--- src/aabb_pkg.sv ---
// ----------------------------------------------------------------------------
// AABB collision resolve package
// Types and constants shared by the front end, queue, back end and top level.
// ----------------------------------------------------------------------------
`default_nettype none

package aabb_pkg;

    localparam int COORD_W           = 32;
    localparam int MARGIN_W          = 30;
    localparam int MODE_W            = 2;
    localparam int CFG_IDX_W         = 3;
    localparam int CFG_DATA_W        = 32;
    localparam int MAX_OBSTACLES_DEF = 16;
    localparam int QUEUE_DEPTH       = 2;

    // Input stream carries nine coordinates, output stream three plus two flags.
    localparam int S_TDATA_W = 9 * COORD_W;
    localparam int M_FIELD_W = 3 * COORD_W + 2;
    localparam int M_TDATA_W = ((M_FIELD_W + 7) / 8) * 8;

    // Mode codes as they arrive on the input stream.
    localparam logic [MODE_W-1:0] MODE_CLEAR   = 2'd0;
    localparam logic [MODE_W-1:0] MODE_APPEND  = 2'd1;
    localparam logic [MODE_W-1:0] MODE_RESOLVE = 2'd2;

    // Configuration register indexes.
    localparam logic [CFG_IDX_W-1:0] REG_OUTER_MIN_X  = 3'd0;
    localparam logic [CFG_IDX_W-1:0] REG_OUTER_MIN_Y  = 3'd1;
    localparam logic [CFG_IDX_W-1:0] REG_OUTER_MIN_Z  = 3'd2;
    localparam logic [CFG_IDX_W-1:0] REG_OUTER_MAX_X  = 3'd3;
    localparam logic [CFG_IDX_W-1:0] REG_OUTER_MAX_Y  = 3'd4;
    localparam logic [CFG_IDX_W-1:0] REG_OUTER_MAX_Z  = 3'd5;
    localparam logic [CFG_IDX_W-1:0] REG_OUTER_MARGIN = 3'd6;
    localparam logic [CFG_IDX_W-1:0] REG_INNER_MARGIN = 3'd7;

    typedef logic signed [COORD_W-1:0] coord_t;
    typedef logic [MARGIN_W-1:0]       margin_t;

    // Operation after classification in the front end.
    typedef enum logic [1:0] {
        OP_CLEAR,
        OP_APPEND,
        OP_RESOLVE,
        OP_NOP
    } op_t;

    typedef struct packed {
        coord_t lo_x;
        coord_t lo_y;
        coord_t lo_z;
        coord_t hi_x;
        coord_t hi_y;
        coord_t hi_z;
    } box_t;

    typedef struct packed {
        op_t    op;
        coord_t pos_x;
        coord_t pos_y;
        coord_t pos_z;
        box_t   box;
    } item_t;

    typedef struct packed {
        box_t    outer;
        margin_t outer_margin;
        margin_t inner_margin;
    } cfg_t;

    typedef struct packed {
        coord_t new_x;
        coord_t new_y;
        coord_t new_z;
        logic   collided;
        logic   table_full;
    } result_t;

    typedef enum logic [2:0] {
        B_IDLE,
        B_BORDER,
        B_CLAMP,
        B_WALK,
        B_EMIT
    } back_state_t;

endpackage

`default_nettype wire

--- src/aabb_front.sv ---
// ----------------------------------------------------------------------------
// AABB front end
// Takes requests off the input stream, classifies the mode and holds the
// request in one register until the queue takes it.
// ----------------------------------------------------------------------------
`default_nettype none

module aabb_front
    import aabb_pkg::*;
(
    input  wire logic                 clk,
    input  wire logic                 rst_n,
    input  wire logic                 s_tvalid,
    output logic                      s_tready,
    input  wire logic [S_TDATA_W-1:0] s_tdata,   // pos_x, pos_y, pos_z, obstacle_min_x/y/z,
                                                 // obstacle_max_x/y/z
    input  wire logic [MODE_W-1:0]    s_tuser,   // mode
    output logic                      push_valid,
    input  wire logic                 push_ready,
    output item_t                     push_item
);

    item_t item_reg;
    item_t item_next;
    logic  valid_reg;
    logic  take;

    assign s_tready   = !valid_reg || push_ready;
    assign take       = s_tvalid && s_tready;
    assign push_valid = valid_reg;
    assign push_item  = item_reg;

    always_comb
    begin
        item_next.pos_x      = s_tdata[0*COORD_W +: COORD_W];
        item_next.pos_y      = s_tdata[1*COORD_W +: COORD_W];
        item_next.pos_z      = s_tdata[2*COORD_W +: COORD_W];
        item_next.box.lo_x   = s_tdata[3*COORD_W +: COORD_W];
        item_next.box.lo_y   = s_tdata[4*COORD_W +: COORD_W];
        item_next.box.lo_z   = s_tdata[5*COORD_W +: COORD_W];
        item_next.box.hi_x   = s_tdata[6*COORD_W +: COORD_W];
        item_next.box.hi_y   = s_tdata[7*COORD_W +: COORD_W];
        item_next.box.hi_z   = s_tdata[8*COORD_W +: COORD_W];
        unique case (s_tuser)
            MODE_CLEAR:   item_next.op = OP_CLEAR;
            MODE_APPEND:  item_next.op = OP_APPEND;
            MODE_RESOLVE: item_next.op = OP_RESOLVE;
            default:      item_next.op = OP_NOP;
        endcase
    end

    always_ff @(posedge clk or negedge rst_n)
    begin
        if (!rst_n)
        begin
            valid_reg <= 1'b0;
        end
        else if (take)
        begin
            valid_reg <= 1'b1;
        end
        else if (push_ready)
        begin
            valid_reg <= 1'b0;
        end
    end

    always_ff @(posedge clk)
    begin
        if (take)
        begin
            item_reg <= item_next;
        end
    end

endmodule

`default_nettype wire

--- config.mk ---
export PLATFORM = sky130hd
export DESIGN_NAME = aabb_front
export DESIGN_NICKNAME = d
export VERILOG_FILES = /design/src/aabb_pkg.sv /design/src/aabb_front.sv
export SDC_FILE = /design/constraint.sdc
export NUM_CORES = 1
export LEC_CHECK = 0
export BUFFER_PORTS_ARGS = -buffer_cell sky130_fd_sc_hd__buf_2
export CAP_MARGIN = 20
export CORE_AREA = 2 2 228 230
export CTS_CLUSTER_DIAMETER = 200
export DETAILED_ROUTE_END_ITERATION = 7
export DIE_AREA = 0 0 230 232
export GPL_TIMING_DRIVEN = 0
export PLACE_DENSITY = 0.38
export SLEW_MARGIN = 20
export SYNTH_ARGS = -nofsm -noshare
export SYNTH_HDL_FRONTEND = slang
export SYNTH_SLANG_ARGS = --single-unit
export TNS_END_PERCENT = 1
--- constraint.sdc ---
create_clock -name clk -period 9.6 [get_ports clk]
set_clock_uncertainty 0.15 [all_clocks]
set_input_delay 0.48 -clock clk [delete_from_list [all_inputs] [get_ports clk]]
set_output_delay 0.48 -clock clk [all_outputs]
set_load 0.1 [all_outputs]
==> out/metrics.cfg <==
[critical_path]
reg2regPathDepth = 5
end_kind = flop
worstSetupStartpointType = primary input
critical-path-max-stage-delay_ns = 0.53
arrival_ns = 2.57
crit_chain = dlygate4sd3_1, buf_2, and2_4, buf_12, buf_16, buf_16
crit_top_cell = buf_16
critPathRequiredTime_ns = 9.65
crit_type = primary input to flop
critPathSlowestCell = dlygate4sd3_1
path_max_fanout = 54

[logic_synthesis]
yosysUniqueCellTypes = 6
syn_area_um2 = 8770
synth-compound-area-share_pct = 0
synth_top_area_share_pct = 99.3
syn_area_per_cell_um2 = 29.6
yosys.area_share.simple_pct = 0.328
yosysWarnings = 0
synth_edf_count = 290
synth_seq_area_share_pct = 99.6
synth_seq_cells = 291
syn_nets = 590
synthFlopType = edfxtp_1
muxShareOfSynthArea_pct = 0
synth_top_family_by_area = simple AND/OR/NAND/NOR gates
synth_area_leaders = edfxtp_1 (99%), dfrtp_1 (0.29%), nand2b_4 (0.16%), and2_4 (0.10%), clkbuf_1 (0.086%)
synth_top_area_cell = edfxtp_1
synthXorXnorAreaFrac_pct = 0
synth.most_common_cell = edfxtp_1
synthesis.instances = 296
async_flop_share_pct = 0.344
synth_common_cells = edfxtp_1 (290), clkbuf_1 (2)
synth_fa_ha_area_share_pct = 0

[placed_design]
dp_hpwl_um = 20200
gp_congestion = 0.731
io_buffers = 583

[drt]
ant_nets = 0
drt-total-wl_um = 28600
drtPass1Iterations = 4
routedWlPerCell_um = 14.9
routed_via_density = 3.39
drc_errors = 0
vias = 6495
drt_iter0_markers = 186

[cts]
clock_path_buffers = 3
numClockSinks = 291
post-cts-setup-buffers = 0
clkTransAtPathRegs_ns = 0.05
clock_latency_ns = 0.52
htreeDepth = 2
root_buffer = clkbuf_16
cts_tree = done
cts_resized = 0
cts_inserted_buffers = 35
hold_buffers = 292

[layout]
area_growth_pct = 90.4
n_antenna_cell = 0
nets = 1508
drive_gt1_share_pct = 51.6
nFillCells = 4997
utilization_pct = 32.8

[power]
peakVddDrop_mv = 0.138
p_per_area_nw_per_um2 = 210
cellLeakagePower_nw = 6.91

[timing]
rsz0062_at_grt = no
period_share_pct = 26.3
drv_slew = 0
fin_crit_ns = 2.52
max_freq_ghz = 0.396
tightest_slew_ns = 0.543
slew_headroom_pct = 64.1
hold_viol = 0
finalSetupTns_ns = 0
setup_viol = 0

[floorplanning]
rows = 83
die_area_um2 = 53400
ios = 586
chipHeight_um = 232
start_util_pct = 17.2
coreArea_um2 = 50900
die_width_um = 230

[run_status]
status = finished clean

[global_routing]
grt.overflow.total = 0
antenna_found_initial = 2
grt_pass1_wl_um = 41100
grt_use_total_pct = 10.2
grt_max_degree = 55
grt_pass1_vias = 6986

[min_path]
min-delay-path-class = primary input to flop
worstHoldPathCells = 3

[flow_run]
maxCapViolCount = 0

==> stage by stage <==
| stage | cell area (µm²) | power (mW) | setup slack [ns] | instances | hold slack (ns) |
|---|---|---|---|---|---|
| floorplan | 8770 | 2.04 | 5.70 | 296 | 0.0344 |
| global placement | 12500 | 2.18 | 5.30 | 1559 | 0.106 |
| detailed placement | 12700 | 2.18 | 6.98 | 1565 | 0.108 |
| CTS | 16700 | 3.58 | 7.11 | 1918 | 0.0418 |
| global route | 16700 | 3.65 | 6.97 | 1918 | 0.0626 |
| finish | 16700 | 3.51 | 7.08 | 1918 | 0.113 |
==> kinds of logic (layout without fill, tap and decap cells) <==
logic type / Yosys count / after routing
and+or+nand+nor: 3 / 3
DFF: 291 / 291
buffers and inverters: 2 / 944
==> routing by layer <==
layer  track usage [%]  vias to the layer above  routed length, µm
met4              3.39                        4                647
met1              10.7                     3052              10400
met5                 0                        -                 30
met2              17.9                      346              14600
li1                  -                     3050                  -
met3              4.80                       43               2950
==> final timing paths <==
path	slack, ns	endpoint	from
worst max register to register	7.18	push_item[33]	push_valid
min in group asynchronous	0.14	push_valid	rst_n
max in group asynchronous	9.07	push_valid	rst_n
worst max-delay path	7.08	push_item[33]	s_tvalid
worst min register to register	0.41	push_valid	push_valid
worst min-delay path	0.11	push_valid	push_ready
==> cell type report <==
cell class	count	area, µm²	area share (%)
plain buffers	2	7.51	0.0450
clock buffers	41	941	5.64
clock inverters	20	143	0.854
multi-input cells	3	28.8	0.172
flip-flops and latches	291	8730	52.3
well taps	680	851	5.10
repair buffers	881	5990	35.9
==> critical path: cells and delay by family <==
family                 cells  cell delay (ns)
and+or+nand+nor            1             0.45
buffers and inverters      5             1.51
==> flip-flops by register name, summed over array words and instances (netlist names) <==
| register | count |
|---|---|
| push_item | 290 |
| push_valid | 1 |
==> where the power goes <==
| group | internal (mW) | leakage, nW | switching [mW] |
|---|---|---|---|
| Sequential | 1.48 | 2.77 | 0.0165 |
| Clock | 0.751 | 0.539 | 0.513 |
| Combinational | 0.169 | 3.60 | 0.581 |
| Total | 2.40 | 6.91 | 1.11 |
==> placed cells by master (no fill, tap or decap), drive strengths merged <==
cell	n
and2	1
clkinv	17
nand2b	2
dlygate4sd3	292
buf	589
bufinv	2
inv	1
edfxtp	290
dfrtp	1
clkbuf	43
Power figures use the tool's default switching activity.
