<file path="src/aabb_pkg.sv">
// ----------------------------------------------------------------------------
// AABB collision resolve package
// Types and constants shared by the front end, queue, back end and top level.
// ----------------------------------------------------------------------------
`default_nettype none

package aabb_pkg;

    localparam int COORD_W           = 32;
    localparam int MARGIN_W          = 30;
    localparam int MODE_W            = 2;
    localparam int CFG_IDX_W         = 3;
    localparam int CFG_DATA_W        = 32;
    localparam int MAX_OBSTACLES_DEF = 16;
    localparam int QUEUE_DEPTH       = 2;

    // Input stream carries nine coordinates, output stream three plus two flags.
    localparam int S_TDATA_W = 9 * COORD_W;
    localparam int M_FIELD_W = 3 * COORD_W + 2;
    localparam int M_TDATA_W = ((M_FIELD_W + 7) / 8) * 8;

    // Mode codes as they arrive on the input stream.
    localparam logic [MODE_W-1:0] MODE_CLEAR   = 2'd0;
    localparam logic [MODE_W-1:0] MODE_APPEND  = 2'd1;
    localparam logic [MODE_W-1:0] MODE_RESOLVE = 2'd2;

    // Configuration register indexes.
    localparam logic [CFG_IDX_W-1:0] REG_OUTER_MIN_X  = 3'd0;
    localparam logic [CFG_IDX_W-1:0] REG_OUTER_MIN_Y  = 3'd1;
    localparam logic [CFG_IDX_W-1:0] REG_OUTER_MIN_Z  = 3'd2;
    localparam logic [CFG_IDX_W-1:0] REG_OUTER_MAX_X  = 3'd3;
    localparam logic [CFG_IDX_W-1:0] REG_OUTER_MAX_Y  = 3'd4;
    localparam logic [CFG_IDX_W-1:0] REG_OUTER_MAX_Z  = 3'd5;
    localparam logic [CFG_IDX_W-1:0] REG_OUTER_MARGIN = 3'd6;
    localparam logic [CFG_IDX_W-1:0] REG_INNER_MARGIN = 3'd7;

    typedef logic signed [COORD_W-1:0] coord_t;
    typedef logic [MARGIN_W-1:0]       margin_t;

    // Operation after classification in the front end.
    typedef enum logic [1:0] {
        OP_CLEAR,
        OP_APPEND,
        OP_RESOLVE,
        OP_NOP
    } op_t;

    typedef struct packed {
        coord_t lo_x;
        coord_t lo_y;
        coord_t lo_z;
        coord_t hi_x;
        coord_t hi_y;
        coord_t hi_z;
    } box_t;

    typedef struct packed {
        op_t    op;
        coord_t pos_x;
        coord_t pos_y;
        coord_t pos_z;
        box_t   box;
    } item_t;

    typedef struct packed {
        box_t    outer;
        margin_t outer_margin;
        margin_t inner_margin;
    } cfg_t;

    typedef struct packed {
        coord_t new_x;
        coord_t new_y;
        coord_t new_z;
        logic   collided;
        logic   table_full;
    } result_t;

    typedef enum logic [2:0] {
        B_IDLE,
        B_BORDER,
        B_CLAMP,
        B_WALK,
        B_EMIT
    } back_state_t;

endpackage

`default_nettype wire

</file>
<file path="src/aabb_queue.sv">
// ----------------------------------------------------------------------------
// AABB request queue
// Short first-in first-out buffer between the front end and the back end.
// ----------------------------------------------------------------------------
`default_nettype none

module aabb_queue
    import aabb_pkg::*;
(
    input  wire logic  clk,
    input  wire logic  rst_n,
    input  wire logic  push_valid,
    output logic       push_ready,
    input  wire item_t push_item,
    output logic       pop_valid,
    input  wire logic  pop_ready,
    output item_t      pop_item
);

    localparam int PTR_W = (QUEUE_DEPTH > 1) ? $clog2(QUEUE_DEPTH) : 1;
    localparam int CNT_W = $clog2(QUEUE_DEPTH + 1);
    localparam logic [CNT_W-1:0] CNT_FULL = CNT_W'(QUEUE_DEPTH);
    localparam logic [PTR_W-1:0] PTR_LAST = PTR_W'(QUEUE_DEPTH - 1);

    item_t            entry_mem [QUEUE_DEPTH];
    logic [PTR_W-1:0] wr_ptr_reg;
    logic [PTR_W-1:0] rd_ptr_reg;
    logic [CNT_W-1:0] cnt_reg;
    logic             push;
    logic             pop;

    assign push_ready = (cnt_reg != CNT_FULL);
    assign pop_valid  = (cnt_reg != '0);
    assign push       = push_valid && push_ready;
    assign pop        = pop_valid && pop_ready;
    assign pop_item   = entry_mem[rd_ptr_reg];

    always_ff @(posedge clk or negedge rst_n)
    begin
        if (!rst_n)
        begin
            wr_ptr_reg <= '0;
            rd_ptr_reg <= '0;
            cnt_reg    <= '0;
        end
        else
        begin
            if (push)
            begin
                wr_ptr_reg <= (wr_ptr_reg == PTR_LAST) ? '0 : wr_ptr_reg + 1'b1;
            end
            if (pop)
            begin
                rd_ptr_reg <= (rd_ptr_reg == PTR_LAST) ? '0 : rd_ptr_reg + 1'b1;
            end
            if (push && !pop)
            begin
                cnt_reg <= cnt_reg + 1'b1;
            end
            else if (pop && !push)
            begin
                cnt_reg <= cnt_reg - 1'b1;
            end
        end
    end

    always_ff @(posedge clk)
    begin
        if (push)
        begin
            entry_mem[wr_ptr_reg] <= push_item;
        end
    end

endmodule

`default_nettype wire

</file>
<file path="config.mk">
export PLATFORM = sky130hd
export DESIGN_NAME = aabb_queue
export DESIGN_NICKNAME = d
export VERILOG_FILES = /design/src/aabb_pkg.sv /design/src/aabb_queue.sv
export SDC_FILE = /design/constraint.sdc
export NUM_CORES = 1
export LEC_CHECK = 0
export ABC_AREA = 1
export BUFFER_PORTS_ARGS = -buffer_cell sky130_fd_sc_hd__buf_2
export CAP_MARGIN = 10
export CORE_ASPECT_RATIO = 0.6
export CORE_MARGIN = 8
export CORE_UTILIZATION = 38
export CTS_CLUSTER_DIAMETER = 60
export CTS_CLUSTER_SIZE = 20
export DETAILED_ROUTE_END_ITERATION = 7
export HOLD_SLACK_MARGIN = 0.15
export PLACE_DENSITY_LB_ADDON = 0.3
export SKIP_LAST_GASP = 1
export SYNTH_ARGS = -nofsm -noshare
export SYNTH_HDL_FRONTEND = slang
export SYNTH_SLANG_ARGS = --single-unit
</file>
<file path="constraint.sdc">
create_clock -name clk -period 21.4 [get_ports clk]
set_input_delay 1.07 -clock clk [delete_from_list [all_inputs] [get_ports clk]]
set_output_delay 1.07 -clock clk [all_outputs]
set_load 0.005 [all_outputs]
</file>
==> results.tsv <==
metric	value	unit
maximum fanout along the worst path	86	
post-layout util	0.470	
Critical R2R Launch	cnt_reg[0]	
ys flop type	edfxtp_1	
Finished Cell Area	26100	sq um
Power Dens Cells	131	nW/um^2
Synth Area in XOR/XNOR	0.000825	
adder-cell area share of the yosys netlist	0.000590	
Routed WL	52900	um
CP top delay family	buffers and inverters	
Clk pwr share	0.216	
Final Setup Violations	0	
status	finished, final reports clean	
Mapped Area	21200	sq um
most common cell in the synthesized netlist	nand2_1	
post-cts resize count	0	
async set-reset flop share out of synthesis	0.00685	
GRT Util Overall	0.155	
Peak supply drop	0.0000849	V
Filler Cell Count	4921	
Port Buf Inserts	585	
Max clock buf depth	3	
Slew HR	0.242	
Crit. End Element	primary output	
Syn Area/Cell	13.8	sq um
simple-gate share of the synthesized area	0.157	
synth unique cells	12	
Rows	67	
CTS tree	built	
initial antenna violation count	18	
Starting Density	0.382	
max reg flops	580	
WL per Instance	18.2	um
largest net degree at the start of global routing	158	
crit path buf inv count	3	
worst-path cell chain	buf_4 > buf_4 > nand2_1 > nand2_1 > buf_2	
Seq pwr share	0.479	
crit path DAT	3560	ps
largest area contributor in the netlist	edfxtp_1	
unrepaired setup endpoints after global routing	no	
crit start category	flop	
H-tree levels	2	
fin. max-slew vios	0	
largest family of logic cells by synthesized area	simple AND/OR/NAND/NOR gates	
Area contributors post-synth	edfxtp_1, nand2_1, buf_2	
Syn Nets	1838	
Vias per Instance	4.55	
Setup WS pre-CTS	17230	ps
Period minus WS final	4630	ps
Seq/Total Area, Yosys	0.825	
Pint	2280	uW
final period utilization	0.217	
1st-iter DRT viols	979	
static leakage	0.0111	uW
Setup TNS	0	ps
Post-CTS Setup Bufs	0	
CTS Root Cell	clkbuf_16	
Area Overhead vs Synth	23.0	%
core area	55500	sq um
vias in the first global route	13200	
Comb pwr share	0.305	
Final ANT Viol Nets	0	
Nets	2411	
Remaining Overflow, GRT	0	
first-pass GRT wire length	77700	um
max cap viols	0	
die area	63900	sq um
Worst Slack Setup Final	16770	ps
top post-synthesis cells by count	nand2_1, edfxtp_1, buf_2	
Vias	13200	
Fmax	0.216	GHz
Clock Skew	22.1	ps
Synth top area share	0.821	
final hold vios	0	
CP Launch Point	rd_ptr_reg	
slowest cell delay on critical path	1100	ps
clk slew on worst S/H paths	80	ps
DRC violations left	0	
Inserted Clock Buffers	38	
Pre-antenna DRT Iters	5	
worst path required time	20330	ps
placement-stage cell area	24900	sq um
mux cell area share after synthesis	0	
Mapped Cells	1543	
layout cell share with drive strength beyond 1	0.305	
Setup CP Type	flop to primary output	
Synth Area in Compound Gates	0	
EDFF count, synth	580	
Chip Height	199	um
hold buffers post-CTS	0	
switching pwr	1150	uW
number of synthesis warnings	0	
Min-Delay Path Class	input port to async pin	
clock sinks	584	
switching share of total power	0.335	
# IOs	586	
latest clock arrival within the worst-skew pair	540	ps
hpwl dp	35600	um
post-synthesis register bit count	584	
Slew @ Worst Pin	1140	ps
Chip Width	321	um
Worst path slowest cell	dfrtp_4	
RePlAce Congestion	0.806	
-- cell families after synthesis --
| group | after synthesis |
|---|---|
| xor gates and xnor gates | 2 |
| adders and majority gates | 1 |
| buffers and inverters | 71 |
| DFF | 584 |
| and+or+nand+nor | 885 |
-- worst paths after layout --
| kind | end | slack [ps] | cells after the start |
|---|---|---|---|
| worst max register to register | entry_mem[1][7] | 17730 | 6 |
| max in group asynchronous | rd_ptr_reg | 20910 | 1 |
| worst max-delay path | pop_item[6] | 16770 | 5 |
| worst min-delay path | rd_ptr_reg | 330 | 1 |
| min in group clk | cnt_reg[0] | 510 | 1 |
| worst min register to register | cnt_reg[0] | 510 | 1 |
-- per-layer routing --
metal | routed length (um) | part of all wire | track usage | vias up
met5 | 69 | 0.0013 | 0 | -
met4 | 1200 | 0.023 | 0.0390 | 12
met3 | 3960 | 0.075 | 0.0450 | 86
met2 | 26100 | 0.49 | 0.263 | 424
met1 | 21600 | 0.41 | 0.196 | 6332
li1 | - | - | - | 6358
-- power groups by stage --
stage	sequential, uW	combinational, uW	clock (uW)
after floorplan	1770	562	0
after detailed placement	1670	1070	0
after global placement	1660	1070	0
after CTS	1650	1080	768
final	1640	1050	742
after global routing	1670	1180	803
-- cells in the final DEF, fill, tap and decap left out, types with 2 or more instances in the layout --
cell type	netlist	routed
buf_2	64	585
buf_4	0	11
clkbuf_1	0	8
clkbuf_16	0	41
clkinvlp_4	0	3
dfrtp_1	4	3
diode_2	0	11
edfxtp_1	580	580
inv_1	6	6
nand2_1	880	880
nand3_1	2	2
nor2_4	0	2
-- cell type report --
type | instances | area, sq um | share of cell area
timing repair buffer | 597 | 3030 | 0.116
antenna | 11 | 27.5 | 0.00105
sequential | 584 | 17500 | 0.671
inverter | 7 | 33.8 | 0.00129
multi-input combinational | 888 | 3370 | 0.129
clock inverter | 9 | 118 | 0.00450
tap | 759 | 950 | 0.0364
clock buffer | 49 | 1060 | 0.0404
-- per-stage QoR --
stage | hold WS (ps) | cells | total power, uW
after floorplan | 462 | 1543 | 2330
after global placement | 477 | 2835 | 2730
after detailed placement | 492 | 2835 | 2750
after CTS | 268 | 2893 | 3500
after global routing | 283 | 2899 | 3650
final | 329 | 2904 | 3430
(Power assumes the default switching activity.)
